### src/hdl/qst_pkg.sv
// Shared types and constants for the quaternion/scale to transform pipeline.
package qst_pkg;

  // Field and intermediate widths
  localparam int QW        = 16;  // Q2.14 quaternion component
  localparam int SW        = 16;  // Q8.8 scale
  localparam int PW        = 32;  // Q16.16 position and results
  localparam int PROD_W    = 33;  // doubled product, Q5.28
  localparam int SUM_W     = 34;  // sum or difference of two doubled products
  localparam int WIDE_W    = SUM_W + SW;  // entry times scale, Q.36
  localparam int FRAC_DROP = 20;  // Q.36 down to Q16.16

  // Constant one in Q6.28
  localparam logic signed [SUM_W-1:0] ONE_Q = SUM_W'(34'sd268435456);
  // Half an output LSB for round to nearest, ties up
  localparam logic signed [WIDE_W-1:0] HALF_LSB = WIDE_W'(50'sd524288);
  // Saturation bounds of a 32-bit result
  localparam logic signed [WIDE_W-1:0] RES_MAX = WIDE_W'(50'sd2147483647);
  localparam logic signed [WIDE_W-1:0] RES_MIN = -WIDE_W'(50'sd2147483648);

  typedef struct packed {
    logic signed [QW-1:0] x;
    logic signed [QW-1:0] y;
    logic signed [QW-1:0] z;
    logic signed [QW-1:0] w;
  } quat_t;

  typedef struct packed {
    logic signed [SW-1:0] x;
    logic signed [SW-1:0] y;
    logic signed [SW-1:0] z;
  } scale_t;

  typedef struct packed {
    logic [PW-1:0] x;
    logic [PW-1:0] y;
    logic [PW-1:0] z;
  } pos_t;

  // Input item
  typedef struct packed {
    quat_t  quat;
    scale_t scale;
    pos_t   pos;
  } in_t;

  // After the product stage
  typedef struct packed {
    logic signed [PROD_W-1:0] xx;
    logic signed [PROD_W-1:0] xy;
    logic signed [PROD_W-1:0] xz;
    logic signed [PROD_W-1:0] yy;
    logic signed [PROD_W-1:0] yz;
    logic signed [PROD_W-1:0] zz;
    logic signed [PROD_W-1:0] wx;
    logic signed [PROD_W-1:0] wy;
    logic signed [PROD_W-1:0] wz;
    scale_t scale;
    pos_t   pos;
  } prod_t;

  // Rotation entries before scaling, Q6.28
  typedef struct packed {
    logic signed [SUM_W-1:0] r0c0, r1c0, r2c0;
    logic signed [SUM_W-1:0] r0c1, r1c1, r2c1;
    logic signed [SUM_W-1:0] r0c2, r1c2, r2c2;
  } mat_sum_t;

  typedef struct packed {
    mat_sum_t m;
    scale_t   scale;
    pos_t     pos;
  } comb_t;

  // Scaled entries, Q.36
  typedef struct packed {
    logic signed [WIDE_W-1:0] r0c0, r1c0, r2c0;
    logic signed [WIDE_W-1:0] r0c1, r1c1, r2c1;
    logic signed [WIDE_W-1:0] r0c2, r1c2, r2c2;
  } mat_wide_t;

  typedef struct packed {
    mat_wide_t m;
    pos_t      pos;
  } wide_t;

  // Final entries, Q16.16
  typedef struct packed {
    logic signed [PW-1:0] r0c0, r1c0, r2c0;
    logic signed [PW-1:0] r0c1, r1c1, r2c1;
    logic signed [PW-1:0] r0c2, r1c2, r2c2;
  } mat_out_t;

  typedef struct packed {
    mat_out_t m;
    pos_t     pos;
  } out_t;

endpackage

### src/hdl/qst_round.sv
// Stage 4: round to Q16.16, saturate, hold the output register.
module qst_round (
  input  logic           clk,
  input  logic           rst,
  input  logic           in_valid,
  output logic           in_ready,
  input  qst_pkg::wide_t in_item,
  output logic           out_valid,
  input  logic           out_ready,
  output qst_pkg::out_t  out_item
);
  import qst_pkg::*;

  // Round to nearest, ties toward plus infinity, then clamp
  function automatic logic signed [PW-1:0] to_q16(input logic signed [WIDE_W-1:0] v);
    logic signed [WIDE_W-1:0] t;
    logic signed [WIDE_W-1:0] q;
    logic signed [PW-1:0]     r;
    t = v + HALF_LSB;
    q = t >>> FRAC_DROP;
    if (q > RES_MAX) begin
      r = RES_MAX[PW-1:0];
    end else if (q < RES_MIN) begin
      r = RES_MIN[PW-1:0];
    end else begin
      r = q[PW-1:0];
    end
    return r;
  endfunction

  logic valid;
  out_t item_next;

  assign in_ready  = !valid || out_ready;
  assign out_valid = valid;

  always_comb begin
    item_next.m.r0c0 = to_q16(in_item.m.r0c0);
    item_next.m.r1c0 = to_q16(in_item.m.r1c0);
    item_next.m.r2c0 = to_q16(in_item.m.r2c0);
    item_next.m.r0c1 = to_q16(in_item.m.r0c1);
    item_next.m.r1c1 = to_q16(in_item.m.r1c1);
    item_next.m.r2c1 = to_q16(in_item.m.r2c1);
    item_next.m.r0c2 = to_q16(in_item.m.r0c2);
    item_next.m.r1c2 = to_q16(in_item.m.r1c2);
    item_next.m.r2c2 = to_q16(in_item.m.r2c2);
    item_next.pos    = in_item.pos;
  end

  // Output valid
  always_ff @(posedge clk) begin
    if (rst) begin
      valid <= 1'b0;
    end else if (in_ready) begin
      valid <= in_valid;
    end
  end

  // Output payload
  always_ff @(posedge clk) begin
    if (in_ready && in_valid) begin
      out_item <= item_next;
    end
  end

endmodule

### config.mk
export PLATFORM = sky130hd
export DESIGN_NAME = qst_round
export DESIGN_NICKNAME = d
export VERILOG_FILES = /design/src/hdl/qst_pkg.sv /design/src/hdl/qst_round.sv
export SDC_FILE = /design/constraint.sdc
export NUM_CORES = 1
export LEC_CHECK = 0
export BUFFER_PORTS_ARGS = -buffer_cell sky130_fd_sc_hd__buf_4
export CAP_MARGIN = 20
export CORE_AREA = 5 5 363 365
export DETAILED_ROUTE_END_ITERATION = 7
export DIE_AREA = 0 0 368 370
export GPL_TIMING_DRIVEN = 0
export PLACE_DENSITY = 0.42
export SLEW_MARGIN = 15
export SYNTH_ARGS = -nofsm -noshare
export SYNTH_HDL_FRONTEND = slang
export SYNTH_SLANG_ARGS = --single-unit
### constraint.sdc
create_clock -name clk -period 14.7 [get_ports clk]
set_input_delay 0 -clock clk [delete_from_list [all_inputs] [get_ports clk]]
set_output_delay 0 -clock clk [all_outputs]
set_load 0.03 [all_outputs]
==> results.cfg, run 1 <==
[clock_network]
cts_setup_buffers = 0
cts_root_buf = clkbuf_16
htreeDepth = 2
cts_resized = 0
clkTransAtPathRegs_ps = 60
clock_latency_ps = 660
cts_tree = built
clock_sinks = 376
cts_buffers = 52
clockBufferDepth = 3

[final_layout]
area_growth_syn_to_layout_pct = 96.17
drive_gt1_frac = 0.3303
layout.nets = 3188
utilization = 0.2545
n_fill_cell = 13580

[setup_path]
start_kind = input pin
worst-endpoint-required_ps = 15080
rrSetupSlack_ps = 12270
r2r-start = out_valid$_SDFFE_PP0N_
end_kind = register
ff2ff_path_depth = 6
timing.rr.end = out_item[242]$_SDFFCE_PN1P_
arrival_ps = 3460
crit_fanout = 6
path_class = in -> reg

[place]
buffer_ports.inserted = 764
gp_congestion = 0.8330
hpwl_mm = 66.82

[synth]
ys_seq_area_frac = 0.6766
synthAdderAreaFrac = 0.006754
synth_seq_cells = 376
ys_top_cells_by_count = 375 x edfxtp_1, 184 x xnor2_1, 102 x nand3_1
synthXorXnorAreaFrac = 0.1418
synth_top_family_by_area = simple AND/OR/NAND/NOR gates
async_flop_share = 0
synthMuxAreaShare = 0
synth_area_leaders = edfxtp_1 68%, xnor2_1 9.7%, xor2_1 4.5%, nand4_1 3.4%, nand3_1 3.1%
yosys.area.top_type = edfxtp_1
yosys.area_share.simple = 0.1593
synth-compound-area-share = 0.0003002
synth_area_per_cell_um2 = 13.98
synthCells = 1193
synth_cell_type_count = 35
synth.net_count = 1752
yosys_warnings = 0
synth_edf_count = 375
synth_top_area_frac = 0.6754
synth_area_um2 = 16670
synthFlopType = edfxtp_1
yosysMostFrequentCell = edfxtp_1

[timing]
drv_slew = 0
tns_ps = 0
fmax_mhz = 324.6
rsz0062_at_grt = no
relSlewSlack = 0.4015
fin_crit_sh = 0.2096
clock_skew_ps = 28.71
worst_slew_pin_slew_ps = 890.9
finalSetupViolations = 0
period_needed_ps = 3081
final-hold-violation-count = 0

[die]
dieHeight_um = 370
rows = 132
dieArea_um2 = 136200
ios = 936
start_util = 0.1298
die_x_um = 368
coreArea_um2 = 128500

[min_path]
hold_class = in -> reg
holdPathEnd = out_item[4]$_DFFE_PP_
whs_path_depth = 2
min_from = in_item[4]

[routing]
drt_wl_total_mm = 84.41
drc = 0
vias = 15640
drtIter0Drc = 737
via_per_inst = 3.596
wl_per_cell_um = 19.40
drtPass1Iterations = 5
final_antenna_net_count = 0

[power_and_ir_drop]
power.density_nw_per_um2 = 100.2
ir_drop_uv = 78.10
total_power_mw = 3.279
leakage_nw = 12.69

[global_route]
antenna_found_initial = 15
gr-total-overflow = 0
grt_pass1_vias = 16440
grt_usage = 0.1175
grt_pass1_wl_mm = 116.8
grt_max_degree = 56

[job]
maxCapViolations = 0

[status]
status = completed
flip-flops by register name, summed over array words and instances, names as in the netlist:
name       flops
out_valid      1
out_item     375
repair_timing:
| item | CTS | global route |
|---|---|---|
| hold endpoints to repair | 391 | 0 |
| hold buffers | 605 | 0 |
| setup endpoints to repair | 0 | 0 |
layer usage:
layer | routed length (um) | GRT usage
met5 | 27 | 0
met4 | 2072 | 0.02989
met3 | 8248 | 0.04828
met2 | 38930 | 0.1939
met1 | 35130 | 0.1424
kinds of logic after synthesis:
| kind of cell | after synthesis |
|---|---|
| AND/OR/NAND/NOR | 481 |
| flip-flops | 376 |
| XOR/XNOR | 270 |
| buffers and inverters | 56 |
| adder cells (fa/ha/maj) | 9 |
| AO/OA/AOI/OAI | 1 |
metrics by stage:
stage	area (um^2)	hold WS [ps]	cells	setup slack [ps]
after global placement	24500	158.1	3632	-666.9
after CTS	32690	0.5858	4344	11600
after floorplan	16670	69.07	1193	4659
after global routing	32710	16.19	4350	11430
final	32710	70.04	4350	11620
after detailed placement	24790	159.1	3644	12260
placed cells by master (no fill, tap or decap), types with 3 or more instances in the layout:
cell and n:
and4_1 23, nor2_1 45, dlygate4sd3_1 605, clkbuf_16 52
bufinv_16 10, nand3_1 102, clkinv_16 3, nand4_1 90
xor2_1 86, xnor2_1 184, buf_6 3, ha_1 9
inv_1 20, clkinvlp_4 5, edfxtp_1 375, and2_1 11
clkbuf_1 32, buf_16 7, nor3_1 45, nand2_1 81
diode_2 5, nor4_1 13, nand4b_1 4, clkinv_2 6
and3_1 42, nor4_2 6, clkinv_1 7, buf_4 775
worst max-delay path: stages:
cell and delay, ps:
dlygate4sd3_1 520, buf_4 140, nand2_1 50, dlygate4sd3_1 560, nor4_2 640, dlygate4sd3_1 700, nand4b_1 120, xnor2_1 170
dlygate4sd3_1 560
power by group:
group / switching [mW] / total, mW / internal (mW)
Clock: 0.547 / 1.38 / 0.831
Sequential: 0.0226 / 1.28 / 1.26
Combinational: 0.325 / 0.618 / 0.293
Total: 0.894 / 3.28 / 2.38
cell type report:
type / count / area, um^2 / share of cell area
Timing Repair Buffer: 1382 / 12060 / 0.3686
Sequential cell: 376 / 11280 / 0.3449
Multi-Input combinational cell: 761 / 5162 / 0.1578
Tap cell: 1675 / 2096 / 0.06408
Clock buffer: 61 / 1335 / 0.04082
Clock inverter: 34 / 510.5 / 0.01561
Buffer: 36 / 178.9 / 0.005470
Inverter: 20 / 75.07 / 0.002295
Antenna cell: 5 / 12.51 / 0.0003825
worst max-delay path by stage:
stage / from / to / slack, ps / cells after the start
floorplan: out_valid$_SDFFE_PP0N_ / out_item[0]$_DFFE_PP_ / 4660 / 2
global placement: out_valid$_SDFFE_PP0N_ / out_item[242]$_SDFFCE_PN1P_ / -670 / 2
detailed placement: in_item[318] / out_item[239]$_SDFFCE_PN1P_ / 12260 / 6
CTS: in_item[122] / out_item[121]$_SDFFCE_PN1P_ / 11600 / 9
global route: in_item[122] / out_item[121]$_SDFFCE_PN1P_ / 11430 / 9
finish: in_item[122] / out_item[121]$_SDFFCE_PN1P_ / 11620 / 9
(Power assumes the default switching activity.)
==> inputs of run 2 (changes only) <==
--- a/config.mk
+++ b/config.mk
@@ -5,13 +5,14 @@
 export SDC_FILE = /design/constraint.sdc
 export NUM_CORES = 1
 export LEC_CHECK = 0
+export ABC_AREA = 1
 export BUFFER_PORTS_ARGS = -buffer_cell sky130_fd_sc_hd__buf_4
 export CAP_MARGIN = 20
-export CORE_AREA = 5 5 363 365
+export CORE_AREA = 5 5 356 358
 export DETAILED_ROUTE_END_ITERATION = 7
-export DIE_AREA = 0 0 368 370
+export DIE_AREA = 0 0 361 363
 export GPL_TIMING_DRIVEN = 0
-export PLACE_DENSITY = 0.42
+export PLACE_DENSITY = 0.46
 export SLEW_MARGIN = 15
 export SYNTH_ARGS = -nofsm -noshare
 export SYNTH_HDL_FRONTEND = slang
==> constraint.sdc (replaced) <==
create_clock -name clk -period 2.6 [get_ports clk]
set_input_delay 0 -clock clk [delete_from_list [all_inputs] [get_ports clk]]
set_output_delay 0 -clock clk [all_outputs]
set_load 0.03 [all_outputs]
==> run 2 against run 1 <==
Effect of this change: final cell count is 20% higher; largest cell class unchanged; combinational power rose to 6.1 times the previous value; die area shrank 3.8%.
==> results.cfg, run 2 <==
[final_layout]
final_common_cell = buf_4
area_growth_syn_to_layout_pct = 87.19
largest_reg_flops = 375
layout_common_cells = 784 x buf_4, 676 x nand2_1, 652 x dlygate4sd3_1
regMostFlops = out_item
final_area_um2 = 35820
layout.nets = 4096
drive_gt1_frac = 0.2688

[timing]
worst_slew_pin_slew_ps = 899.1
clock_skew_ps = 10.51
rsz0062_at_grt = no
drv_slew = 0
final-hold-violation-count = 0
fmax_mhz = 394.5
relSlewSlack = 0.3984
tns_ps = 0
fin_crit_sh = 0.9750
finalSetupViolations = 0
period_needed_ps = 2535

[power_and_ir_drop]
power_frac_clock = 0.394
combPwrFrac = 0.208
leakage_nw = 15.22
pwr-share-seq = 0.398
total_power_mw = 18.24
p_sw_mw = 5.198
power.density_nw_per_um2 = 509.2
ir_drop_uv = 437.4
p_sw_frac = 0.2850
internal_power_mw = 13.04

[synth]
synth_top_area_frac = 0.5885
yosys_warnings = 0
async_flop_share = 0
synth.net_count = 2592
synth_area_um2 = 19130
synth_area_per_cell_um2 = 9.411
synth_edf_count = 375
synthCells = 2033
synth_cell_type_count = 24
synth_area_leaders = edfxtp_1 59%, nand2_1 13%, nor2_1 5.2%, inv_1 4.7%, xor2_1 4.3%
yosysMostFrequentCell = nand2_1
ys_top_cells_by_count = 679 x nand2_1, 375 x edfxtp_1, 263 x nor2_1
synthFlopType = edfxtp_1
ys_seq_area_frac = 0.5896
synth_seq_cells = 376
yosys.area.top_type = edfxtp_1

[clock_network]
clockBufferDepth = 3
clock_latency_ps = 630
clkTransAtPathRegs_ps = 60
htreeDepth = 2
cts_buffers = 52
cts_root_buf = clkbuf_16
cts_tree = built
clock_sinks = 376

[global_route]
gr-total-overflow = 0
antenna_found_initial = 25
gr-max-usage-layer = met2
grt_pass1_wl_mm = 130.6
gr-usage-met3 = 0.03954
grt_max_degree = 26
grtUsageMet1 = 0.1713
grt_use_met2 = 0.2171
grt_usage = 0.1329
grt_pass1_vias = 20100

[die]
rows = 129
ios = 936
dieArea_um2 = 131000
start_util = 0.1556
dieHeight_um = 363
die_x_um = 361
coreArea_um2 = 123000

[routing]
drt_wl_total_mm = 91.86
via_per_inst = 3.774
vias = 19730
wl_per_cell_um = 17.57
final_antenna_net_count = 0
drtPass1Iterations = 5
drtIter0Drc = 1056
drc = 0

[setup_path]
end_kind = register
crit_chain = dlygate4sd3_1 -> buf_4 -> nand2_1 -> dlygate4sd3_1 -> nor2_1 -> nand2_1 -> nor2_1 -> nand2_1 -> nand2_1 -> dlygate4sd3_1 -> nand2_1 -> dlygate4sd3_1
worst-endpoint-required_ps = 2980
max_stage_delay_ps = 560
start_kind = input pin
arrival_ps = 2920
crit_path_frequent_cell = nand2_1
path_class = in -> reg
crit_fanout = 4
crit_slowest_cell = dlygate4sd3_1

[status]
status = completed

[place]
hpwl_mm = 72.87
buffer_ports.inserted = 764
gp_congestion = 0.8687
postPlaceCellArea_um2 = 27400

[job]
maxCapViolations = 0

[min_path]
hold_class = in -> reg
run 2: cell count changes after synthesis, sizes merged, moves of 14 or more:
cell,change
nand2,+605
nor2,+270
inv,+222
xnor2,-141
nand3b,+52
nand4,-46
and3,-42
nor3,-36
and4,-23
nor4,-21
nand3,+18
clkbuf,-14
run 2: path summary, 6_finish.rpt:
check                          from                          end  slack, ps  depth (start not counted)
min                    in_item[441]  out_item[313]$_SDFFCE_PN1P_         30                          5
min reg2reg  out_valid$_SDFFE_PP0N_       out_item[54]$_DFFE_PP_        790                          2
max                    in_item[141]  out_item[126]$_SDFFCE_PN1P_         70                         12
max reg2reg  out_valid$_SDFFE_PP0N_  out_item[109]$_SDFFCE_PN1P_        410                          7
run 2: routing by layer:
layer | vias up | part of all wire
met1 | 9257 | 0.44
li1 | 9635 | -
met4 | 10 | 0.027
met5 | - | 0.00065
met3 | 125 | 0.076
met2 | 702 | 0.45
run 2: repair_timing:
item,in CTS,in global routing
setup endpoints to repair,0,20
hold buffers,655,1
endpoints found under the hold margin,392,1
resized for setup,0,22
setup buffers,0,13
run 2: area by class of cell:
type	instances	area, um^2
well taps	1637	2048
multi-input cells	1397	6907
plain buffers	18	101.3
clock inverters	33	312.8
diodes	11	27.53
repair buffers	1450	12860
fillers	12980	87170
flip-flops and latches	376	11280
inverters	242	908.4
clock buffers	63	1364
run 2: cells by family (layout without fill, tap and decap cells):
logic type | Yosys count | after routing | synth area share
compound gates | 9 | 9 | 0.002681
simple gates | 1242 | 1242 | 0.2864
flops | 376 | 376 | 0.5896
fa+ha+maj | 9 | 9 | 0.005886
other cells | 0 | 11 | 0
xor+xnor | 137 | 137 | 0.06271
buf+inv | 260 | 1806 | 0.05277
run 2: per-stage QoR:
step           hold slack, ps    util  worst slack, ps  std cells
6_report                29.29  0.2912            65.12       5227
5_1_grt                 12.65  0.2911            1.763       5220
4_1_cts                0.1426  0.2897            11.45       5204
3_5_place_dp            147.1  0.2228            118.9       4453
3_3_place_gp            147.7  0.2190            -8252       4434
2_1_floorplan           59.36       -            -4365       2033
run 2: power groups by stage:
stage	logic, mW	registers, mW	clock network, mW
final	3.80	7.26	7.18
after global routing	4.04	7.29	7.73
after CTS	3.82	7.26	7.48
after detailed placement	2.99	7.38	0
after global placement	2.87	7.50	0
after floorplan	0.593	8.15	0
run 2: critical path: cells and delay by family:
family                 cells  cell delay (ps)
buffers and inverters      5             2340
and+or+nand+nor            7              570
