$ cat config.mk
export PLATFORM = sky130hd
export DESIGN_NAME = qst_comb
export DESIGN_NICKNAME = d
export VERILOG_FILES = /design/src/hdl/qst_pkg.sv /design/src/hdl/qst_comb.sv
export SDC_FILE = /design/constraint.sdc
export NUM_CORES = 1
export LEC_CHECK = 0
export BUFFER_PORTS_ARGS = -buffer_cell sky130_fd_sc_hd__buf_2
export CELL_PAD_IN_SITES_DETAIL_PLACEMENT = 1
export CELL_PAD_IN_SITES_GLOBAL_PLACEMENT = 1
export CORE_AREA = 5 5 345 347
export CTS_BUF_LIST = sky130_fd_sc_hd__clkbuf_4 sky130_fd_sc_hd__clkbuf_8
export DETAILED_ROUTE_END_ITERATION = 7
export DIE_AREA = 0 0 350 352
export GPL_TIMING_DRIVEN = 0
export PLACE_DENSITY = 0.65
export SYNTH_ARGS = -nofsm -noshare
export SYNTH_HDL_FRONTEND = slang
export SYNTH_SLANG_ARGS = --single-unit
$ cat constraint.sdc
create_clock -name clk -period 25.5 [get_ports clk]
set_clock_uncertainty 0.15 [all_clocks]
set_input_delay 1.275 -clock clk [delete_from_list [all_inputs] [get_ports clk]]
set_output_delay 1.275 -clock clk [all_outputs]
set_load 0.03 [all_outputs]
$ cat src/hdl/qst_pkg.sv
// Shared types and constants for the quaternion/scale to transform pipeline.
package qst_pkg;

  // Field and intermediate widths
  localparam int QW        = 16;  // Q2.14 quaternion component
  localparam int SW        = 16;  // Q8.8 scale
  localparam int PW        = 32;  // Q16.16 position and results
  localparam int PROD_W    = 33;  // doubled product, Q5.28
  localparam int SUM_W     = 34;  // sum or difference of two doubled products
  localparam int WIDE_W    = SUM_W + SW;  // entry times scale, Q.36
  localparam int FRAC_DROP = 20;  // Q.36 down to Q16.16

  // Constant one in Q6.28
  localparam logic signed [SUM_W-1:0] ONE_Q = SUM_W'(34'sd268435456);
  // Half an output LSB for round to nearest, ties up
  localparam logic signed [WIDE_W-1:0] HALF_LSB = WIDE_W'(50'sd524288);
  // Saturation bounds of a 32-bit result
  localparam logic signed [WIDE_W-1:0] RES_MAX = WIDE_W'(50'sd2147483647);
  localparam logic signed [WIDE_W-1:0] RES_MIN = -WIDE_W'(50'sd2147483648);

  typedef struct packed {
    logic signed [QW-1:0] x;
    logic signed [QW-1:0] y;
    logic signed [QW-1:0] z;
    logic signed [QW-1:0] w;
  } quat_t;

  typedef struct packed {
    logic signed [SW-1:0] x;
    logic signed [SW-1:0] y;
    logic signed [SW-1:0] z;
  } scale_t;

  typedef struct packed {
    logic [PW-1:0] x;
    logic [PW-1:0] y;
    logic [PW-1:0] z;
  } pos_t;

  // Input item
  typedef struct packed {
    quat_t  quat;
    scale_t scale;
    pos_t   pos;
  } in_t;

  // After the product stage
  typedef struct packed {
    logic signed [PROD_W-1:0] xx;
    logic signed [PROD_W-1:0] xy;
    logic signed [PROD_W-1:0] xz;
    logic signed [PROD_W-1:0] yy;
    logic signed [PROD_W-1:0] yz;
    logic signed [PROD_W-1:0] zz;
    logic signed [PROD_W-1:0] wx;
    logic signed [PROD_W-1:0] wy;
    logic signed [PROD_W-1:0] wz;
    scale_t scale;
    pos_t   pos;
  } prod_t;

  // Rotation entries before scaling, Q6.28
  typedef struct packed {
    logic signed [SUM_W-1:0] r0c0, r1c0, r2c0;
    logic signed [SUM_W-1:0] r0c1, r1c1, r2c1;
    logic signed [SUM_W-1:0] r0c2, r1c2, r2c2;
  } mat_sum_t;

  typedef struct packed {
    mat_sum_t m;
    scale_t   scale;
    pos_t     pos;
  } comb_t;

  // Scaled entries, Q.36
  typedef struct packed {
    logic signed [WIDE_W-1:0] r0c0, r1c0, r2c0;
    logic signed [WIDE_W-1:0] r0c1, r1c1, r2c1;
    logic signed [WIDE_W-1:0] r0c2, r1c2, r2c2;
  } mat_wide_t;

  typedef struct packed {
    mat_wide_t m;
    pos_t      pos;
  } wide_t;

  // Final entries, Q16.16
  typedef struct packed {
    logic signed [PW-1:0] r0c0, r1c0, r2c0;
    logic signed [PW-1:0] r0c1, r1c1, r2c1;
    logic signed [PW-1:0] r0c2, r1c2, r2c2;
  } mat_out_t;

  typedef struct packed {
    mat_out_t m;
    pos_t     pos;
  } out_t;

endpackage

$ cat src/hdl/qst_comb.sv
// Stage 2: sums and differences forming the unscaled rotation entries.
module qst_comb (
  input  logic           clk,
  input  logic           rst,
  input  logic           in_valid,
  output logic           in_ready,
  input  qst_pkg::prod_t in_item,
  output logic           out_valid,
  input  logic           out_ready,
  output qst_pkg::comb_t out_item
);
  import qst_pkg::*;

  // Sign-extend a doubled product to sum width
  function automatic logic signed [SUM_W-1:0] ext(input logic signed [PROD_W-1:0] a);
    return {a[PROD_W-1], a};
  endfunction

  logic  valid;
  comb_t item_next;

  assign in_ready  = !valid || out_ready;
  assign out_valid = valid;

  // Rotation matrix entries
  always_comb begin
    item_next.m.r0c0 = ONE_Q - (ext(in_item.yy) + ext(in_item.zz));
    item_next.m.r1c0 = ext(in_item.xy) + ext(in_item.wz);
    item_next.m.r2c0 = ext(in_item.xz) - ext(in_item.wy);
    item_next.m.r0c1 = ext(in_item.xy) - ext(in_item.wz);
    item_next.m.r1c1 = ONE_Q - (ext(in_item.xx) + ext(in_item.zz));
    item_next.m.r2c1 = ext(in_item.yz) + ext(in_item.wx);
    item_next.m.r0c2 = ext(in_item.xz) + ext(in_item.wy);
    item_next.m.r1c2 = ext(in_item.yz) - ext(in_item.wx);
    item_next.m.r2c2 = ONE_Q - (ext(in_item.xx) + ext(in_item.yy));
    item_next.scale  = in_item.scale;
    item_next.pos    = in_item.pos;
  end

  // Stage valid
  always_ff @(posedge clk) begin
    if (rst) begin
      valid <= 1'b0;
    end else if (in_ready) begin
      valid <= in_valid;
    end
  end

  // Stage payload
  always_ff @(posedge clk) begin
    if (in_ready && in_valid) begin
      out_item <= item_next;
    end
  end

endmodule

==> metrics, run 1 <==
Fillers 13.5k; Worst-Skew Late Latency 0.70 ns; total power 2510 uW; FF+latch area between 0.01 and 0.015 sq mm; Starting Density 25.7%; clock-pin slew on the worst setup and hold paths 0.06 ns; pwr dens about 66 mW/mm^2; post-CTS setup buffer count 0; first drt pass iteration count 5; layout net count 4634; Async S/R FF share, synth 0%; ys flop type edfxtp_1; Initial DRC Count 993; EDFF count, synth 447; full die area ~0.12 sq mm; CTS tree built; Final min period 5.23 ns; Max Fclk 191 MHz; total I/O pin count 897; Syn Area/Cell 10.6 sq um; total routed wirelength 115000 microns; die width 350 microns; routed len/inst 21.3 microns; number of global-route vias before repair 26.5k; Hold Crit Start out_valid$_SDFFE_PP0N_; Synth Register Bits 448; RD Place Congestion 0.870; Max Cap Viol 0; port buffer count approximately 900; Num Clock Sinks 448; DR vias 24.9k; initial antenna violation count between 40 and 50; Setup CP Type primary input to flip-flop; VDD IR max 36.5 uV; area of the multi-input gates 0.0147 sq mm; hold_buf cts 0; layout cells sized above 1 28.0%; max-slew violation count 0; CTS H-tree depth 3; first-pass GRT wire length 165000 microns; Yosys warnings 0; CP Capture Type flip-flop; Longest Clk Path Bufs 3; Root Driver clkbuf_8; die height about 350 microns; Worst R2R Start out_valid$_SDFFE_PP0N_; Rows 125; Area Growth Syn to Fin 28.3%; Antenna Violating Nets Remaining 0; detailed placement HPWL 96400 microns; Mapped Area 0.0297 sq mm; sequential-to-total area share from yosys stat a little under half; pin count of the biggest net entering global routing 68; Worst slew margin 34.6%; Crit path arrival time 5.49 ns; # setup viols final 0; post-cts sizing count 0; static leakage 0.0175 uW; Via density between 4 and 5; Tightest Hold Check Type flip-flop to flip-flop; TritonCTS buffer count 90; gr usage total 17.7%; core area 0.116 sq mm; WP data required 25.77 ns; DRC violations left 0; Syn Nets 3639; TNS Setup 0 ns; CP Launch Type primary input; Post-Syn Instances 2792; RSZ-0062 raised after global routing false; final hold vios 0; status complete, no violations; gr ovfl total 0; Worst-Margin Slew 0.969 ns; post-synthesis cell type count between 70 and 80; maximum fanout along the worst path 3; crit path from in_item[144]; Period Utilization, post-route 20.5%
state kept, by name (all words and copies together) (netlist names):
name and flops:
out_valid 1, out_item 447
layer usage:
metal / global-route usage, % / wire length [microns] / part of all wire [%]
met2: 33.0 / 58900 / 51
met4: 6.46 / 3890 / 3.4
met1: 18.1 / 41600 / 36
met3: 6.38 / 10400 / 9.0
met5: 0 / 182 / 0.16
layout make-up:
| class | count | area share [%] |
|---|---|---|
| buffer | 80 | 0.858 |
| inverter | 320 | 3.15 |
| sequential | 448 | 35.3 |
| clock buffer | 118 | 3.84 |
| tap | 1524 | 5.01 |
| antenna | 23 | 0.151 |
| timing repair buffer | 903 | 12.3 |
| clock inverter | 47 | 0.805 |
| multi-input combinational | 1944 | 38.6 |
critical path, stage by stage:
cell,delay [ns]
buf_2,0.09
ha_1,0.19
inv_1,0.07
fa_1,0.41
o21bai_1,0.23
a221oi_1,0.14
nand3b_1,0.16
a31oi_1,0.21
o21ai_0,0.61
nand3_1,0.29
a2111oi_2,0.71
nor2_1,0.19
o31a_1,0.36
o311ai_0,0.55
cells in the mapped netlist (all sizes together), types with 8 or more instances:
cell type	n	area [sq um]
nand4	13	81.3
o21a	23	173
o21ai	105	526
o211ai	17	128
a221oi	10	100
xor2	48	420
a2111oi	9	113
nand3	41	205
buf	15	82.6
nand2	113	424
nor4	16	100
a31oi	28	175
nor3	41	205
and2	13	81.3
nor2b	25	156
edfxtp	447	13400
fa	9	180
o21bai	51	383
nand2b	37	231
a211oi	15	113
o41ai	8	88.8
or3	16	105
ha	393	4920
inv	314	1180
o31ai	19	156
nor2	221	830
a21oi	248	1240
xnor2	203	1780
and3	14	87.6
a21o	104	781
clkbuf	65	244
final timing paths:
check | end | cells after the start | slack, ns
setup / recovery | out_item[412]$_DFFE_PP_ | 14 | 20.27
hold / removal | out_valid$_SDFFE_PP0N_ | 2 | 0.42
setup reg to reg | out_item[278]$_DFFE_PP_ | 5 | 22.77
hold reg to reg | out_valid$_SDFFE_PP0N_ | 2 | 0.42
where the power goes:
part	total, uW	switching, uW	leakage [uW]	internal, uW
sequential	954	23.8	0.00433	931
combinational	810	543	0.0123	267
clock	748	351	0.000933	397
logic make-up (layout without fill, tap and decap cells):
kind of cell,count (synthesis),in the layout,share of synthesized area (%)
AOI/OAI and AO/OA,712,712,15.7
xor gates and xnor gates,251,251,7.41
adders and majority gates,402,402,17.2
buffers and inverters,400,1468,5.15
DFF,448,448,45.3
muxes,3,3,0.105
other,0,23,0
and+or+nand+nor,576,576,9.21
through the flow:
step / hold slack, ns / instance area, sq um / utilization [%] / worst slack (ns) / cells
after floorplan: 0.710 / 29700 / - / 12.75 / 2792
after global placement: 0.345 / 36100 / 31.2 / 7.45 / 5212
after detailed placement: 0.410 / 36300 / 31.4 / 19.43 / 5219
after CTS: 0.418 / 38000 / 32.9 / 20.19 / 5384
after global routing: 0.445 / 38000 / 32.9 / 19.86 / 5389
final: 0.417 / 38100 / 32.9 / 20.27 / 5407
layout by cell type (no fill, tap or decap), types with 92 or more instances in the layout:
| cell type | Yosys | final |
|---|---|---|
| xnor2_1 | 203 | 203 |
| clkbuf_8 | 0 | 92 |
| ha_1 | 393 | 393 |
| nand2_1 | 113 | 113 |
| buf_2 | 6 | 902 |
| o21ai_0 | 105 | 105 |
| a21o_1 | 104 | 104 |
| nor2_1 | 221 | 221 |
| inv_1 | 314 | 314 |
| a21oi_1 | 247 | 247 |
| edfxtp_1 | 447 | 447 |
(Power assumes the default switching activity.)
==> run 2: changes to the inputs <==
Settings changed: PLACE_DENSITY 0.65 to 0.67.
Clock period 25.5 ns to 4.6 ns, I/O delays scaled along.
==> metrics, run 2 (synthesized netlist as in run 1, its figures left out) <==
total routed wirelength between 100000 and 150000 microns; port buffer count 896; Longest Clk Path Bufs 3; DR vias 28.5k; crit path from in_item[246]; Crit path arrival time 4.89 ns; VDD IR max 206 uV; Int Pwr 9670 uW; Worst slew margin 40.3%; clock-pin slew on the worst setup and hold paths ~0.07 ns; Starting Density between 20% and 30%; Final min period ~4.6 ns; gr usage total between 20% and 30%; max-slew violation count 0; static leakage 0.0202 uW; post-route cell area between 0.04 and 0.05 sq mm; most frequent cells in the layout buf_2, dlygate4sd3_1, edfxtp_1; number of global-route vias before repair around 31k; Rows 125; Initial DRC Count 1358; Area Growth Syn to Fin 49.5%; post-route setup slack 0.0436 ns; maximum fanout along the worst path 4; Period Utilization, post-route 99.1%; Comb pwr share 34.3%; Worst-Margin Slew 0.895 ns; Fillers 13.2k; DRC violations left 0; layout net count 5238; Switching Share 36.5%; CTS tree built; critical path endpoint out_item[449]$_DFFE_PP_; Setup CP Type primary input to flip-flop; Worst R2R End out_item[224]$_DFFE_PP_; Worst R2R Start out_valid$_SDFFE_PP0N_; Net Switching around 5500 uW; Seq pwr share 34.9%; layout cells sized above 1 ~24%; # setup viols final 0; RD Place Congestion roughly 0.87; reg2reg setup slack 1.83 ns; Via density 4.75; CP Launch Type primary input; detailed placement HPWL 97800 microns; Area after DPL 0.0363 sq mm; pre-CTS setup slack -0.0321 ns; Worst-Skew Late Latency 0.74 ns; core area 0.116 sq mm; Util after Layout 38.4%; total I/O pin count 897; CTS H-tree depth 3; status complete, no violations; WP data required slightly below 5 ns; Num Clock Sinks 448; Tightest Hold Check Type primary input to flip-flop; RSZ-0062 raised after global routing false; Root Driver clkbuf_8; die width 350 microns; pwr dens 343 mW/mm^2; clock share of power 30.8%; routed len/inst 22.7 microns; Max Fclk 219 MHz; R2R cell count 4; total power around 15000 uW; CP Capture Type flip-flop; final hold vios 0; most common cell after layout, fill and taps aside buf_2; gr ovfl total 0; CP max-delay cell dlygate4sd3_1; die height 352 microns; max incr delay on CP 0.58 ns; Antenna Violating Nets Remaining 0; Top reg by flops out_item; first-pass GRT wire length 198000 microns; crit-path cells dlygate4sd3_1 -> buf_2 -> inv_1 -> ha_1 -> dlygate4sd3_1 -> ha_1 -> a211o_1 -> o211ai_1 -> a21oi_1 -> a41oi_1 -> o31a_1 -> o2111ai_1 -> o211ai_1 -> o21bai_1 -> a221oi_1 -> xor2_1; max FFs per register 447; first drt pass iteration count 5; full die area 0.123 sq mm; Max Cap Viol 0; TritonCTS buffer count 89; pin count of the biggest net entering global routing roughly 70; initial antenna violation count 42
==> run 2: cell count changes in the layout (fill, tap and decap cells not counted), moves of 3 or more <==
cell and delta:
dlygate4sd3_1 +605, clkbuf_4 -4, o21ai_1 +3, clkbuf_8 +4
diode_2 +7, clkinv_1 -9, bufinv_16 +6, o21ai_0 -3
==> run 2: power groups by stage <==
stage | logic [uW] | clock network, uW | registers (uW)
after CTS | 5100 | 4810 | 5290
after global placement | 4450 | 0 | 5390
after detailed placement | 4540 | 0 | 5360
final | 5220 | 4690 | 5310
after floorplan | 2020 | 0 | 6310
after global routing | 5590 | 5080 | 5340
==> run 2: repair_timing <==
item | CTS | global route
hold buffers | 605 | 0
gates resized for setup | 0 | 10
endpoints found under the setup margin | 0 | 18
setup buffers | 0 | 0
endpoints found under the hold margin | 350 | 0
==> run 2: how the worst min path moves through the flow <==
| stage | startpoint | slack, ns | cells after the start | endpoint |
|---|---|---|---|---|
| CTS | in_item[391] | 0.0004 | 5 | out_item[400]$_DFFE_PP_ |
| detailed placement | rst | 0.25 | 2 | out_valid$_SDFFE_PP0N_ |
| finish | in_item[391] | 0.1 | 5 | out_item[332]$_DFFE_PP_ |
| global route | in_item[249] | 0.04 | 5 | out_item[287]$_DFFE_PP_ |
| floorplan | rst | 0.15 | 1 | out_valid$_SDFFE_PP0N_ |
| global placement | rst | 0.24 | 2 | out_valid$_SDFFE_PP0N_ |
==> run 2: through the flow <==
stage	hold WS, ns	setup TNS, ns	std cells
2_1_floorplan	0.149	0	2792
3_3_place_gp	0.238	-586.82	5212
3_5_place_dp	0.254	-0.0321	5219
4_1_cts	0.000372	0	5985
5_1_grt	0.0404	0	6001
6_report	0.0968	0	6015
==> run 2: layout make-up <==
type                            count  area [sq um]  area share, %
Antenna cell                       30          75.1          0.169
Timing Repair Buffer             1508         10700           24.2
Inverter                          320          1200           2.71
Clock buffer                      118          1490           3.35
Multi-Input combinational cell   1944         14700           33.2
Tap cell                         1524          1910           4.30
Buffer                             80           327          0.736
Sequential cell                   448         13400           30.3
Clock inverter                     43           450           1.02
==> run 2: critical path: cells and delay by family <==
family	cells	cell delay, ns
AOI/OAI and AO/OA	9	2.53
buffers and inverters	4	1.31
adders and majority gates	2	0.66
xor gates and xnor gates	1	0.16
==> run 2: per-layer routing <==
metal | vias up | routed length [microns] | global-route usage (%) | share of wire, %
li1 | 13300 | - | - | -
met1 | 13800 | 49600 | 21.7 | 36
met2 | 1029 | 66000 | 36.9 | 48
met3 | 375 | 10500 | 6.53 | 7.7
met4 | 28 | 10100 | 14.4 | 7.4
met5 | - | 199 | 0.118 | 0.15
==> run 3: changes to the inputs <==
Settings changed: PLACE_DENSITY 0.67 to 0.7.
==> metrics, run 3 (synthesized netlist as in run 1, its figures left out) <==
status complete, no violations; number of global-route vias before repair 30.8k; layout cells sized above 1 24.9%; Hold WS approximately 0.085 ns; RD Place Congestion 0.877; VDD IR max 216 uV; die height 352 microns; die width 350 microns; Area after DPL 0.0363 sq mm; pin count of the biggest net entering global routing approximately 70; Worst-Margin Slew between 0.8 and 0.9 ns; Crit path arrival time roughly 4.7 ns; layout net count 5150; Period Utilization, post-route between 90% and 100%; Tightest Hold Check Type primary input to flip-flop; total routed wirelength between 100000 and 150000 microns; total I/O pin count 897; maximum fanout along the worst path 3; CP Launch Type primary input; Root Driver clkbuf_8; Antenna Violating Nets Remaining 0; Worst-Skew Late Latency 0.72 ns; WP data required between 4 and 5 ns; # setup viols final 0; Util after Layout 37.6%; Max Cap Viol 0; RSZ-0062 raised after global routing false; routed len/inst 22.5 microns; Setup CP Type primary input to flip-flop; Longest Clk Path Bufs 3; max FFs per register about 450; most common cell after layout, fill and taps aside buf_2; max-slew violation count 0; gr usage total 20.8%; Worst R2R Start out_valid$_SDFFE_PP0N_; Hold Crit Start in_item[232]; post-route cell area 0.0434 sq mm; DR vias 28.0k; CTS H-tree depth 3; first-pass GRT wire length just under 200000 microns; final hold vios 0; static leakage roughly 0.020 uW; pwr dens 343 mW/mm^2; Final min period 4.36 ns; Initial DRC Count 1317; Max Fclk around 230 MHz; Fillers 13.3k; TritonCTS buffer count 90; Worst slew margin 43.9%; port buffer count approximately 900; CP Capture Type flip-flop; Via density 4.73; full die area roughly 0.12 sq mm; crit path from in_item[310]; CTS tree built; total power 14900 uW; Top reg by flops out_item; Num Clock Sinks 448; Rows 125; gr ovfl total 0; detailed placement HPWL 98000 microns; TNS Setup 0 ns; most frequent cells in the layout buf_2, dlygate4sd3_1, edfxtp_1; DRC violations left 0; first drt pass iteration count 5; post-CTS setup buffer count 0; Starting Density 25.7%; Area Growth Syn to Fin 46.3%; initial antenna violation count 45; clock-pin slew on the worst setup and hold paths 0.07 ns; core area around 0.12 sq mm
-- run 3: area by class of cell --
cell class,count,area [sq um],area share [%]
Inverter,320,1200,2.77
Timing Repair Buffer,1419,9840,22.7
Tap cell,1524,1910,4.39
Clock inverter,53,464,1.07
Multi-Input combinational cell,1944,14700,33.9
Buffer,80,327,0.752
Clock buffer,114,1440,3.33
Sequential cell,448,13400,31.0
Antenna cell,27,67.6,0.156
-- run 3: stage by stage --
stage                     std cells  setup slack (ns)
after detailed placement       5219            -0.294
after global routing           5915            0.0676
final                          5929             0.241
after floorplan                2792             0.113
after global placement         5212             -1.45
after CTS                      5902            0.0107
-- run 3: what timing repair did --
item                                   in CTS  in global routing
hold buffers                              516                  0
resized for setup                           0                  6
endpoints found under the hold margin     318                  0
setup endpoints to repair                   0                 10
-- run 3: final timing paths --
| kind | endpoint | slack (ns) | depth (start not counted) |
|---|---|---|---|
| hold reg to reg | out_item[161]$_DFFE_PP_ | 1.14 | 2 |
| hold / removal | out_item[269]$_DFFE_PP_ | 0.08 | 5 |
| setup / recovery | out_item[449]$_DFFE_PP_ | 0.24 | 16 |
| setup reg to reg | out_item[201]$_DFFE_PP_ | 1.59 | 5 |
-- run 3: critical path, cell delays in order --
cell and delay (ns):
dlygate4sd3_1 0.54, buf_2 0.14, ha_1 0.27, inv_1 0.04, ha_1 0.22, fa_1 0.50, a211o_1 0.33, o211ai_1 0.20
a21oi_1 0.25, a41oi_1 0.67, o31a_1 0.31, o2111ai_1 0.15, o211ai_1 0.17, o21bai_1 0.15, a221oi_1 0.37, xor2_1 0.12
-- run 3: layer usage --
metal	track usage [%]	share of wire, %	up-vias
met5	0	0.21	-
met2	36.9	49	1050
met4	13.2	7.1	34
met3	5.73	7.2	376
met1	21.5	36	13500
li1	-	-	13100
-- run 3: power by group --
group	internal [uW]	switching, uW	leakage, uW
clock network	2430	2100	0.000990
registers	5160	150	0.00433
logic	1840	3230	0.0145
total	9430	5480	0.0198
